## config.mk

```make
export PLATFORM = sky130hd
export DESIGN_NAME = aabb_pair_contact_tracker
export DESIGN_NICKNAME = d
export VERILOG_FILES = /design/src/rtl/core/aabb_pkg.sv /design/src/rtl/core/aabb_axis.sv /design/src/rtl/core/aabb_flags.sv /design/src/rtl/core/aabb_pair_contact_tracker.sv
export VERILOG_INCLUDE_DIRS = /design/src /design/src/rtl/core
export SDC_FILE = /design/constraint.sdc
export NUM_CORES = 2
export LEC_CHECK = 0
export ABC_AREA = 1
export BUFFER_PORTS_ARGS = -buffer_cell sky130_fd_sc_hd__buf_4
export CAP_MARGIN = 15
export CORE_UTILIZATION = 45
export CTS_CLUSTER_SIZE = 24
export DETAILED_ROUTE_END_ITERATION = 6
export HOLD_SLACK_MARGIN = 0.08
export PLACE_DENSITY_LB_ADDON = 0.2
export SETUP_SLACK_MARGIN = 0.15
export SKIP_LAST_GASP = 1
export SLEW_MARGIN = 5
export SYNTH_ARGS = -nofsm -noshare
export SYNTH_HDL_FRONTEND = slang
export SYNTH_SLANG_ARGS = --single-unit
```

## constraint.sdc

```tcl
create_clock -name clock -period 93 [get_ports clock]
set_clock_uncertainty 0.1 [all_clocks]
set_input_delay 4.65 -clock clock [delete_from_list [all_inputs] [get_ports clock]]
set_output_delay 4.65 -clock clock [all_outputs]
set_load 0.05 [all_outputs]
```

## src/rtl/core/assert_macros.svh

```systemverilog
// Assertion macros shared by the contact tracker RTL.
`ifndef ASSERT_MACROS_SVH
`define ASSERT_MACROS_SVH

// Antecedent in a cycle implies the consequent in the same cycle.
`define ASSERT_IMPLIES(label, clk, rst, ante, cons) \
   label: assert property (@(posedge clk) disable iff (rst) (ante) |-> (cons)) \
      else $error("assertion failed: same-cycle implication");

// Antecedent implies a delayed consequent.
`define ASSERT_AFTER2(label, clk, rst, ante, cons) \
   label: assert property (@(posedge clk) disable iff (rst) (ante) |-> ##2 (cons)) \
      else $error("assertion failed: two-cycle implication");

`endif

```

## src/rtl/core/aabb_pkg.sv

```systemverilog
// Shared types and constants of the AABB pair contact tracker.
package aabb_pkg;

   localparam int SIZE_BITS  = 15;
   localparam int LAYER_BITS = 3;
   localparam int MASK_BITS  = 64;
   localparam int BIT_BITS   = 6;

   typedef enum logic [1:0] {
      EV_NONE  = 2'd0,
      EV_ENTER = 2'd1,
      EV_STAY  = 2'd2,
      EV_EXIT  = 2'd3
   } event_type;

endpackage

```

## src/rtl/core/aabb_axis.sv

```systemverilog
// Strict overlap test of two boxes along one axis.
module aabb_axis
   import aabb_pkg::*;
#(
   parameter int COORD_BITS = 16
) (
   input  logic signed [COORD_BITS-1:0] pos_left,
   input  logic        [SIZE_BITS-1:0]  size_left,
   input  logic signed [COORD_BITS-1:0] pos_right,
   input  logic        [SIZE_BITS-1:0]  size_right,
   output logic                         hit
);

   localparam int BASE_BITS = (COORD_BITS > SIZE_BITS) ? COORD_BITS + 1 : SIZE_BITS + 1;
   localparam int DW        = BASE_BITS + 2;

   logic signed [DW-1:0] pl_ext;
   logic signed [DW-1:0] pr_ext;
   logic signed [DW-1:0] wl_ext;
   logic signed [DW-1:0] wr_ext;
   logic signed [DW-1:0] diff;
   logic signed [DW-1:0] mag;
   logic signed [DW-1:0] span;

   assign pl_ext = DW'(pos_left);
   assign pr_ext = DW'(pos_right);
   assign wl_ext = signed'(DW'(size_left));
   assign wr_ext = signed'(DW'(size_right));

   // Compare doubled centers against the summed sizes to stay in integers.
   assign diff = (pl_ext <<< 1) + wl_ext - (pr_ext <<< 1) - wr_ext;
   assign mag  = (diff < 0) ? -diff : diff;
   assign span = wl_ext + wr_ext;
   assign hit  = (mag < span);

endmodule

```

## src/rtl/core/aabb_flags.sv

```systemverilog
// Contact bit memory with a clearing pass after reset.
`include "assert_macros.svh"

module aabb_flags
   import aabb_pkg::*;
#(
   parameter int ID_BITS = 5
) (
   input  logic                 clock,
   input  logic                 reset,
   input  logic                 rd_en,
   input  logic [2*ID_BITS-1:0] rd_addr,
   output logic                 rd_data,
   input  logic                 wr_en,
   input  logic [2*ID_BITS-1:0] wr_addr,
   input  logic                 wr_data,
   output logic                 clearing
);

   localparam int AW    = 2 * ID_BITS;
   localparam int DEPTH = 1 << AW;

   logic            flag_mem [DEPTH];
   logic            rd_data_ff;
   logic            clr_active_ff;
   logic            clr_active_in;
   logic [AW-1:0]   clr_addr_ff;
   logic [AW-1:0]   clr_addr_in;
   logic            mem_we;
   logic [AW-1:0]   mem_waddr;
   logic            mem_wdata;

   always_comb begin
      clr_active_in = clr_active_ff;
      clr_addr_in   = clr_addr_ff;
      if (clr_active_ff) begin
         clr_addr_in = clr_addr_ff + 1'b1;
         if (clr_addr_ff == {AW{1'b1}}) begin
            clr_active_in = 1'b0;
         end
      end
   end

   always_ff @(posedge clock) begin
      if (reset) begin
         clr_active_ff <= 1'b1;
         clr_addr_ff   <= '0;
      end else begin
         clr_active_ff <= clr_active_in;
         clr_addr_ff   <= clr_addr_in;
      end
   end

   assign mem_we    = clr_active_ff | wr_en;
   assign mem_waddr = clr_active_ff ? clr_addr_ff : wr_addr;
   assign mem_wdata = clr_active_ff ? 1'b0 : wr_data;

   // Read returns the value held before a write in the same cycle.
   always_ff @(posedge clock) begin
      if (rd_en) begin
         rd_data_ff <= flag_mem[rd_addr];
      end
      if (mem_we) begin
         flag_mem[mem_waddr] <= mem_wdata;
      end
   end

   assign rd_data  = rd_data_ff;
   assign clearing = clr_active_ff;

   `ASSERT_IMPLIES(a_no_write_while_clearing, clock, reset, clr_active_ff, !wr_en && !rd_en)

endmodule

```

## src/rtl/core/aabb_pair_contact_tracker.sv

```systemverilog
// Top level of the AABB pair contact tracker.
//
//   channel  | ports                         | handshake
//   ---------+-------------------------------+-----------------------------------
//   request  | start, busy, req_*            | beat taken when start && !busy
//   response | rsp_valid, rsp_*              | one-cycle strobe, cannot stall
//   csr      | csr_wr_en, csr_wr_data        | written when csr_wr_en is high
//
// One pair is taken every cycle while busy is low; its result is registered in s1, then in rsp.
// The contact bit memory is read when the beat is taken and written in the next
// cycle; a pair that hits the bit written by the one just before it is forwarded.
// After reset a clearing pass zeroes all 2**(2*ID_BITS) entries (1024 by default) with
// busy high; csr writes are taken during it.
`include "assert_macros.svh"

module aabb_pair_contact_tracker
   import aabb_pkg::*;
#(
   parameter int LAYERS     = 8,
   parameter int ID_BITS    = 5,
   parameter int COORD_BITS = 16
) (
   input  logic                         clock,
   input  logic                         reset,
   input  logic                         start,
   output logic                         busy,
   input  logic [LAYER_BITS-1:0]        req_left_layer,
   input  logic [LAYER_BITS-1:0]        req_right_layer,
   input  logic [ID_BITS-1:0]           req_left_id,
   input  logic [ID_BITS-1:0]           req_right_id,
   input  logic signed [COORD_BITS-1:0] req_left_x,
   input  logic signed [COORD_BITS-1:0] req_left_y,
   input  logic [SIZE_BITS-1:0]         req_left_w,
   input  logic [SIZE_BITS-1:0]         req_left_h,
   input  logic signed [COORD_BITS-1:0] req_right_x,
   input  logic signed [COORD_BITS-1:0] req_right_y,
   input  logic [SIZE_BITS-1:0]         req_right_w,
   input  logic [SIZE_BITS-1:0]         req_right_h,
   output logic                         rsp_valid,
   output logic [1:0]                   rsp_event_res,
   output logic                         rsp_overlap,
   output logic                         rsp_checked,
   input  logic                         csr_wr_en,
   input  logic [MASK_BITS-1:0]         csr_wr_data
);

   localparam int AW = 2 * ID_BITS;

   logic                         accept;
   logic                         clearing;
   logic [MASK_BITS-1:0]         layer_mask_ff;

   logic                         s1_valid_ff;
   logic [LAYER_BITS-1:0]        s1_left_layer_ff;
   logic [LAYER_BITS-1:0]        s1_right_layer_ff;
   logic [ID_BITS-1:0]           s1_left_id_ff;
   logic [ID_BITS-1:0]           s1_right_id_ff;
   logic signed [COORD_BITS-1:0] s1_left_x_ff;
   logic signed [COORD_BITS-1:0] s1_left_y_ff;
   logic [SIZE_BITS-1:0]         s1_left_w_ff;
   logic [SIZE_BITS-1:0]         s1_left_h_ff;
   logic signed [COORD_BITS-1:0] s1_right_x_ff;
   logic signed [COORD_BITS-1:0] s1_right_y_ff;
   logic [SIZE_BITS-1:0]         s1_right_w_ff;
   logic [SIZE_BITS-1:0]         s1_right_h_ff;
   logic                         fwd_ff;
   logic                         fwd_val_ff;

   logic [AW-1:0]                req_idx;
   logic [AW-1:0]                s1_idx;
   logic                         hit_x;
   logic                         hit_y;
   logic                         s1_hit;
   logic                         layers_ok;
   logic [BIT_BITS-1:0]          mask_bit;
   logic                         s1_chk;
   logic                         s1_write;
   logic                         mem_rd;
   logic                         old_flag;
   event_type                    s1_event;

   logic                         rsp_valid_ff;
   event_type                    rsp_event_ff;
   logic                         rsp_overlap_ff;
   logic                         rsp_checked_ff;

   assign busy    = clearing;
   assign accept  = start & ~clearing;
   assign req_idx = {req_left_id, req_right_id};
   assign s1_idx  = {s1_left_id_ff, s1_right_id_ff};

   always_ff @(posedge clock) begin
      if (reset) begin
         layer_mask_ff <= '0;
      end else if (csr_wr_en) begin
         layer_mask_ff <= csr_wr_data;
      end
   end

   always_ff @(posedge clock) begin
      if (reset) begin
         s1_valid_ff <= 1'b0;
      end else begin
         s1_valid_ff <= accept;
      end
   end

   always_ff @(posedge clock) begin
      if (accept) begin
         s1_left_layer_ff  <= req_left_layer;
         s1_right_layer_ff <= req_right_layer;
         s1_left_id_ff     <= req_left_id;
         s1_right_id_ff    <= req_right_id;
         s1_left_x_ff      <= req_left_x;
         s1_left_y_ff      <= req_left_y;
         s1_left_w_ff      <= req_left_w;
         s1_left_h_ff      <= req_left_h;
         s1_right_x_ff     <= req_right_x;
         s1_right_y_ff     <= req_right_y;
         s1_right_w_ff     <= req_right_w;
         s1_right_h_ff     <= req_right_h;
         // The pair ahead writes its bit at this same edge; catch it here.
         fwd_ff            <= s1_write && (s1_idx == req_idx);
         fwd_val_ff        <= s1_hit;
      end
   end

   aabb_axis #(
      .COORD_BITS (COORD_BITS)
   ) u_axis_x (
      .pos_left   (s1_left_x_ff),
      .size_left  (s1_left_w_ff),
      .pos_right  (s1_right_x_ff),
      .size_right (s1_right_w_ff),
      .hit        (hit_x)
   );

   aabb_axis #(
      .COORD_BITS (COORD_BITS)
   ) u_axis_y (
      .pos_left   (s1_left_y_ff),
      .size_left  (s1_left_h_ff),
      .pos_right  (s1_right_y_ff),
      .size_right (s1_right_h_ff),
      .hit        (hit_y)
   );

   assign s1_hit    = hit_x & hit_y;
   assign layers_ok = (32'(s1_left_layer_ff) < LAYERS) && (32'(s1_right_layer_ff) < LAYERS);
   assign mask_bit  = BIT_BITS'(s1_left_layer_ff) * BIT_BITS'(LAYERS)
                      + BIT_BITS'(s1_right_layer_ff);
   assign s1_chk    = layers_ok && (s1_left_id_ff != s1_right_id_ff)
                      && layer_mask_ff[mask_bit];
   assign s1_write  = s1_valid_ff & s1_chk;
   assign mem_rd    = accept;

   aabb_flags #(
      .ID_BITS (ID_BITS)
   ) u_flags (
      .clock    (clock),
      .reset    (reset),
      .rd_en    (mem_rd),
      .rd_addr  (req_idx),
      .rd_data  (old_flag),
      .wr_en    (s1_write),
      .wr_addr  (s1_idx),
      .wr_data  (s1_hit),
      .clearing (clearing)
   );

   always_comb begin
      logic prev;
      prev     = fwd_ff ? fwd_val_ff : old_flag;
      s1_event = EV_NONE;
      if (s1_chk) begin
         if (s1_hit) begin
            s1_event = prev ? EV_STAY : EV_ENTER;
         end else if (prev) begin
            s1_event = EV_EXIT;
         end
      end
   end

   always_ff @(posedge clock) begin
      if (reset) begin
         rsp_valid_ff <= 1'b0;
      end else begin
         rsp_valid_ff <= s1_valid_ff;
      end
   end

   always_ff @(posedge clock) begin
      rsp_event_ff   <= s1_event;
      rsp_overlap_ff <= s1_hit;
      rsp_checked_ff <= s1_chk;
   end

   assign rsp_valid     = rsp_valid_ff;
   assign rsp_event_res = rsp_event_ff;
   assign rsp_overlap   = rsp_overlap_ff;
   assign rsp_checked   = rsp_checked_ff;

   `ASSERT_AFTER2(a_result_follows_beat, clock, reset, accept, rsp_valid)
   `ASSERT_IMPLIES(a_event_needs_check, clock, reset,
                   rsp_valid && (rsp_event_ff != EV_NONE), rsp_checked)
   `ASSERT_IMPLIES(a_contact_needs_overlap, clock, reset,
                   rsp_valid && (rsp_event_ff == EV_ENTER || rsp_event_ff == EV_STAY),
                   rsp_overlap)
   `ASSERT_IMPLIES(a_exit_without_overlap, clock, reset,
                   rsp_valid && (rsp_event_ff == EV_EXIT), !rsp_overlap)

endmodule

```

==> metrics.md <==
| Metric | Value |
|---|---|
| Slew Viols, Final | `0` |
| Cell internal pwr | `~0.00092 W` |
| Post-CTS setup buffers | `0` |
| Htree depth | `4` |
| Reg power frac | `51.2%` |
| HP Start | `s1_valid_ff` |
| Worst r2r path cells | `34` |
| Hold-fix buffers, CTS | `0` |
| Layout cells sized above 1 | `under 10%` |
| Period utilisation layout | `under 10%` |
| CP Class | `input pin to flip-flop` |
| Worst-path clk slew | `about 60 ps` |
| Sw frac | `between 20% and 30%` |
| Startpoint Class | `input pin` |
| Final Non-Filler Cells | `~8100` |
| IO Port Bufs | `213` |
| Final net count | `between 6000 and 7000` |
| Combinational share of power | `4.9%` |
| Clock power share | `44.0%` |
| Final worst slack | `83760 ps` |
| Critical Path, Cell by Cell | `buf_8 > inv_8 > buf_4 > buf_12 > buf_4 > o21ai_0 > o22ai_1 > nand2_1 > nand3_1 > nand3_1 > nand3_1 > nand3_1 > nand2_1 > nand2_1 > nand3_1 > nand3_1 > nand2_1` |
| Hold WS | `between 300 and 400 ps` |
| Largest family of logic cells by synthesized area | `simple AND/OR/NAND/NOR gates` |
| WL per Instance | `between 20 and 25 um` |
| Placer Congestion | `around 0.85` |
| Avg Cell Area, Syn | `just under 10 um^2` |
| Multiplexer share of the synthesized area | `0%` |
| Switching pwr | `0.000268 W` |
| Number of flops mapped to enable cells by yosys | `between 1000 and 1500` |
| Detail Route Antenna Nets | `0` |
| CTS Buf Count | `about 140` |
| Sequential fraction of the synthesis area | `60.5%` |
| Insertion delay to the later sink of the worst-skew pair | `770 ps` |
| Setup violators final | `0` |
| CTS tree | `built` |
| Sinks on Clock Net | `about 1200` |
| Worst path most repeated cell | `nand3_1` |
| All-Layer GR Usage | `a little over a quarter` |
| Met1 wire length | `between 70 and 80 mm` |
| Leakage | `~22 nW` |
| WL met2 | `85.5 mm` |
| RSZ-0062 raised after global routing | `false` |
| Worst path top cell family by delay | `buffers and inverters` |
| DRT iter0 DRCs | `about 5000` |
| Data arrival, critical path | `9780 ps` |
| Grt ovf | `0` |
| CP Capture Type | `flip-flop` |
| Inst Count DP | `slightly below 8000` |
| Max stage delay cell, worst path | `inv_8` |
| Yosys warning total | `0` |
| Dpl hpwl | `between 90 and 100 mm` |
| Initial Utilization | `between 40 and 50%` |
| Clock Tree Root | `clkbuf_16` |
| Total Neg Setup Slack | `0 ps` |
| Headroom to the max-slew limit | `approximately 22%` |
| Cell Pwr Density | `~18 nW/um^2` |
| WHS Endpoint | `rsp_valid` |
| Fraction of registers with async set or reset after synthesis | `0%` |
| DP Worst Slack | `83180 ps` |
| Post-Synthesis Cells | `6252` |
| Worst Path Buf+Inv | `5` |
| Initial antenna violation count | `8` |
| Cell Area, Synth | `60600 um^2` |
| Final worst path period need | `slightly above 9000 ps` |
| Die footprint | `roughly 140000 um^2` |
| Compound-Gate Fraction of Synth Area | `a little under a tenth` |
| Register cell area after layout | `between 30000 and 40000 um^2` |
| Area of the multi-input gates | `just over 20000 um^2` |
| Largest net degree at the start of global routing | `~280` |
| Simple logic cell fraction of the synthesized area | `about a fifth` |
| WL final | `180 mm` |
| CTS Buffer Depth | `3` |
| Min-Delay Path Depth | `2` |
| Vias in the first global route | `~44000` |
| Critical Path RT | `approximately 94000 ps` |
| Die X | `between 300 and 400 um` |
| Post-CTS Resized | `0` |
| XOR/XNOR Fraction of Synth Area | `less than 1%` |
| Endpoints failing hold | `0` |
| # IOs | `approximately 210` |
| Syn-to-layout area delta | `11.3%` |
| Max Used Layer | `met5` |
| Drt pass-1 iters | `6` |
| Syn Nets | `between 6000 and 7000` |
| Max incr delay on CP | `800 ps` |
| FF+latch count, synth | `1248` |
| Via count | `between 40000 and 50000` |
| Synth Flop Type | `edfxtp_1` |
| Status | `finished clean` |
| Post-synthesis cell type count | `45` |
| Die Height | `approximately 370 um` |
| Pwr Total | `0.00119 W` |
| Met3 WL | `approximately 16 mm` |
| Row cnt | `around 130` |
| Critical R2R Launch | `s1_right_w_ff[5]` |
| Peak Freq | `about 110 MHz` |
| First-pass GRT wire length | `about 270 mm` |
| R2R Setup Slk | `84360 ps` |
| Residual DRC count | `0` |
| Vias per std cell | `roughly 5.7` |
| Max FO, Critical Path | `209` |
| Fillcell total | `roughly 13000` |
| Core ar. | `about 130000 um^2` |
| Worst slew pin tran | `approximately 1200 ps` |
| Adder-cell share of the synthesized area | `about 4.2%` |
| Max-Cap Viols | `0` |
| Worst VDD drop | `0.0000116 V` |
| HP Class | `flip-flop to flip-flop` |
| Reg-to-reg endpoint | `u_flags.flag_mem[575]` |
[cell families after synthesis]
family          Yosys count
flops                  1248
xor+xnor                 61
buf+inv                 827
simple gates           2912
fa+ha+maj               171
compound gates         1033
[metal layers]
| metal | GRT usage, % | vias up |
|---|---|---|
| met5 | 0 | - |
| met2 | 42.9 | 1981 |
| met4 | 8.72 | 2 |
| met1 | 34.8 | 22681 |
| li1 | - | 21086 |
| met3 | 4.66 | 316 |
[per-stage QoR]
stage | instance area (um^2) | utilization [%]
6_report | 67500 | 50.6
2_1_floorplan | 60600 | -
3_3_place_gp | 63100 | 47.3
3_5_place_dp | 63100 | 47.3
5_1_grt | 67500 | 50.6
4_1_cts | 67300 | 50.5
[cell usage after synthesis (5+ instances only)]
master | number | area (um^2)
a21oi_1 | 84 | 420
buf_6 | 24 | 270
xnor2_1 | 20 | 175
o21ai_1 | 15 | 75.1
buf_4 | 14 | 105
nor3_1 | 19 | 95.1
ha_1 | 115 | 1440
nand4_1 | 14 | 87.6
nor2_1 | 1737 | 6520
edfxtp_1 | 1167 | 35000
and2_1 | 6 | 37.5
xor2_1 | 41 | 359
inv_1 | 368 | 1380
nor2_2 | 102 | 638
nand3b_1 | 5 | 37.5
buf_2 | 100 | 500
o22ai_1 | 261 | 1630
buf_1 | 12 | 45.0
o221ai_1 | 13 | 114
dfxtp_1 | 81 | 1620
nand2_1 | 677 | 2540
clkbuf_1 | 300 | 1130
o21ai_0 | 640 | 3200
nand3_1 | 329 | 1650
nand2_2 | 11 | 68.8
or2_2 | 7 | 43.8
fa_1 | 56 | 1120
[layout by cell type, fill, tap and decap left out, types with 4 or more instances in the layout]
cell / synthesis / routed
fa_1: 56 / 56
xnor2_1: 20 / 20
bufinv_16: 0 / 7
inv_6: 0 / 4
nor2_1: 1737 / 1735
inv_2: 4 / 4
or2_2: 7 / 7
o221ai_1: 13 / 13
clkinv_8: 0 / 5
nand2_1: 677 / 655
o21ai_0: 640 / 640
ha_1: 115 / 115
inv_1: 368 / 364
clkinv_1: 3 / 23
and2_1: 6 / 6
nand4_1: 14 / 14
nand2_4: 1 / 9
o21ai_1: 15 / 15
dfxtp_1: 81 / 81
clkinv_2: 0 / 13
nor3_1: 19 / 17
nand3b_1: 5 / 5
a21oi_1: 84 / 84
buf_4: 14 / 277
edfxtp_1: 1167 / 1167
o2111ai_1: 4 / 4
o22ai_1: 261 / 261
clkbuf_1: 300 / 43
nor2_2: 102 / 102
xor2_1: 41 / 41
buf_16: 0 / 6
nand3_1: 329 / 329
clkbuf_16: 0 / 139
nand2_2: 11 / 25
[registers in the layout, indices dropped and copies added, names as in the netlist, 2 cells and up]
register             flops
rsp_event_res            2
s1_right_y_ff           16
s1_left_h_ff            15
s1_left_w_ff            15
s1_left_x_ff            16
s1_left_y_ff            16
s1_right_id_ff           5
s1_right_x_ff           16
s1_right_layer_ff        3
layer_mask_ff           64
u_flags.clr_addr_ff     10
s1_left_layer_ff         3
s1_right_w_ff           15
s1_right_h_ff           15
s1_left_id_ff            5
u_flags.flag_mem      1024
[layout make-up]
type	count	area share, %
tap	1768	3.28
sequential	1248	54.3
antenna	3	0.0111
clock buffer	183	5.42
clock inverter	53	0.829
inverter	376	2.13
timing repair buffer	290	3.50
multi-input combinational	4177	30.5
[power by group through the flow]
stage | Clock (W) | Combinational, W | Sequential, W
2_1_floorplan | 0 | 0.0000320 | 0.000620
3_3_place_gp | 0 | 0.0000567 | 0.000620
3_5_place_dp | 0 | 0.0000570 | 0.000620
4_1_cts | 0.000529 | 0.0000572 | 0.000609
5_1_grt | 0.000550 | 0.0000622 | 0.000609
6_report | 0.000523 | 0.0000579 | 0.000609
[worst max path at each step]
stage	start	end	cells past startpoint
4_1_cts	req_right_id[0]	u_flags.rd_data	17
3_3_place_gp	req_right_id[0]	u_flags.rd_data	17
5_1_grt	req_right_id[0]	u_flags.rd_data	17
6_report	req_right_id[0]	u_flags.rd_data	17
2_1_floorplan	s1_right_x_ff[1]	u_flags.flag_mem[0]	31
3_5_place_dp	req_right_id[0]	u_flags.rd_data	17
[worst register-to-register path: cells and delay by family, from the launching register on]
kind | cells | cell delay, ps
buffers and inverters | 6 | 2860
adder cells (fa/ha/maj) | 4 | 1720
XOR/XNOR | 1 | 220
AO/OA/AOI/OAI | 5 | 720
flip-flops | 1 | 440
AND/OR/NAND/NOR | 18 | 2170
No activity file was read; power rests on OpenSTA's default activity.
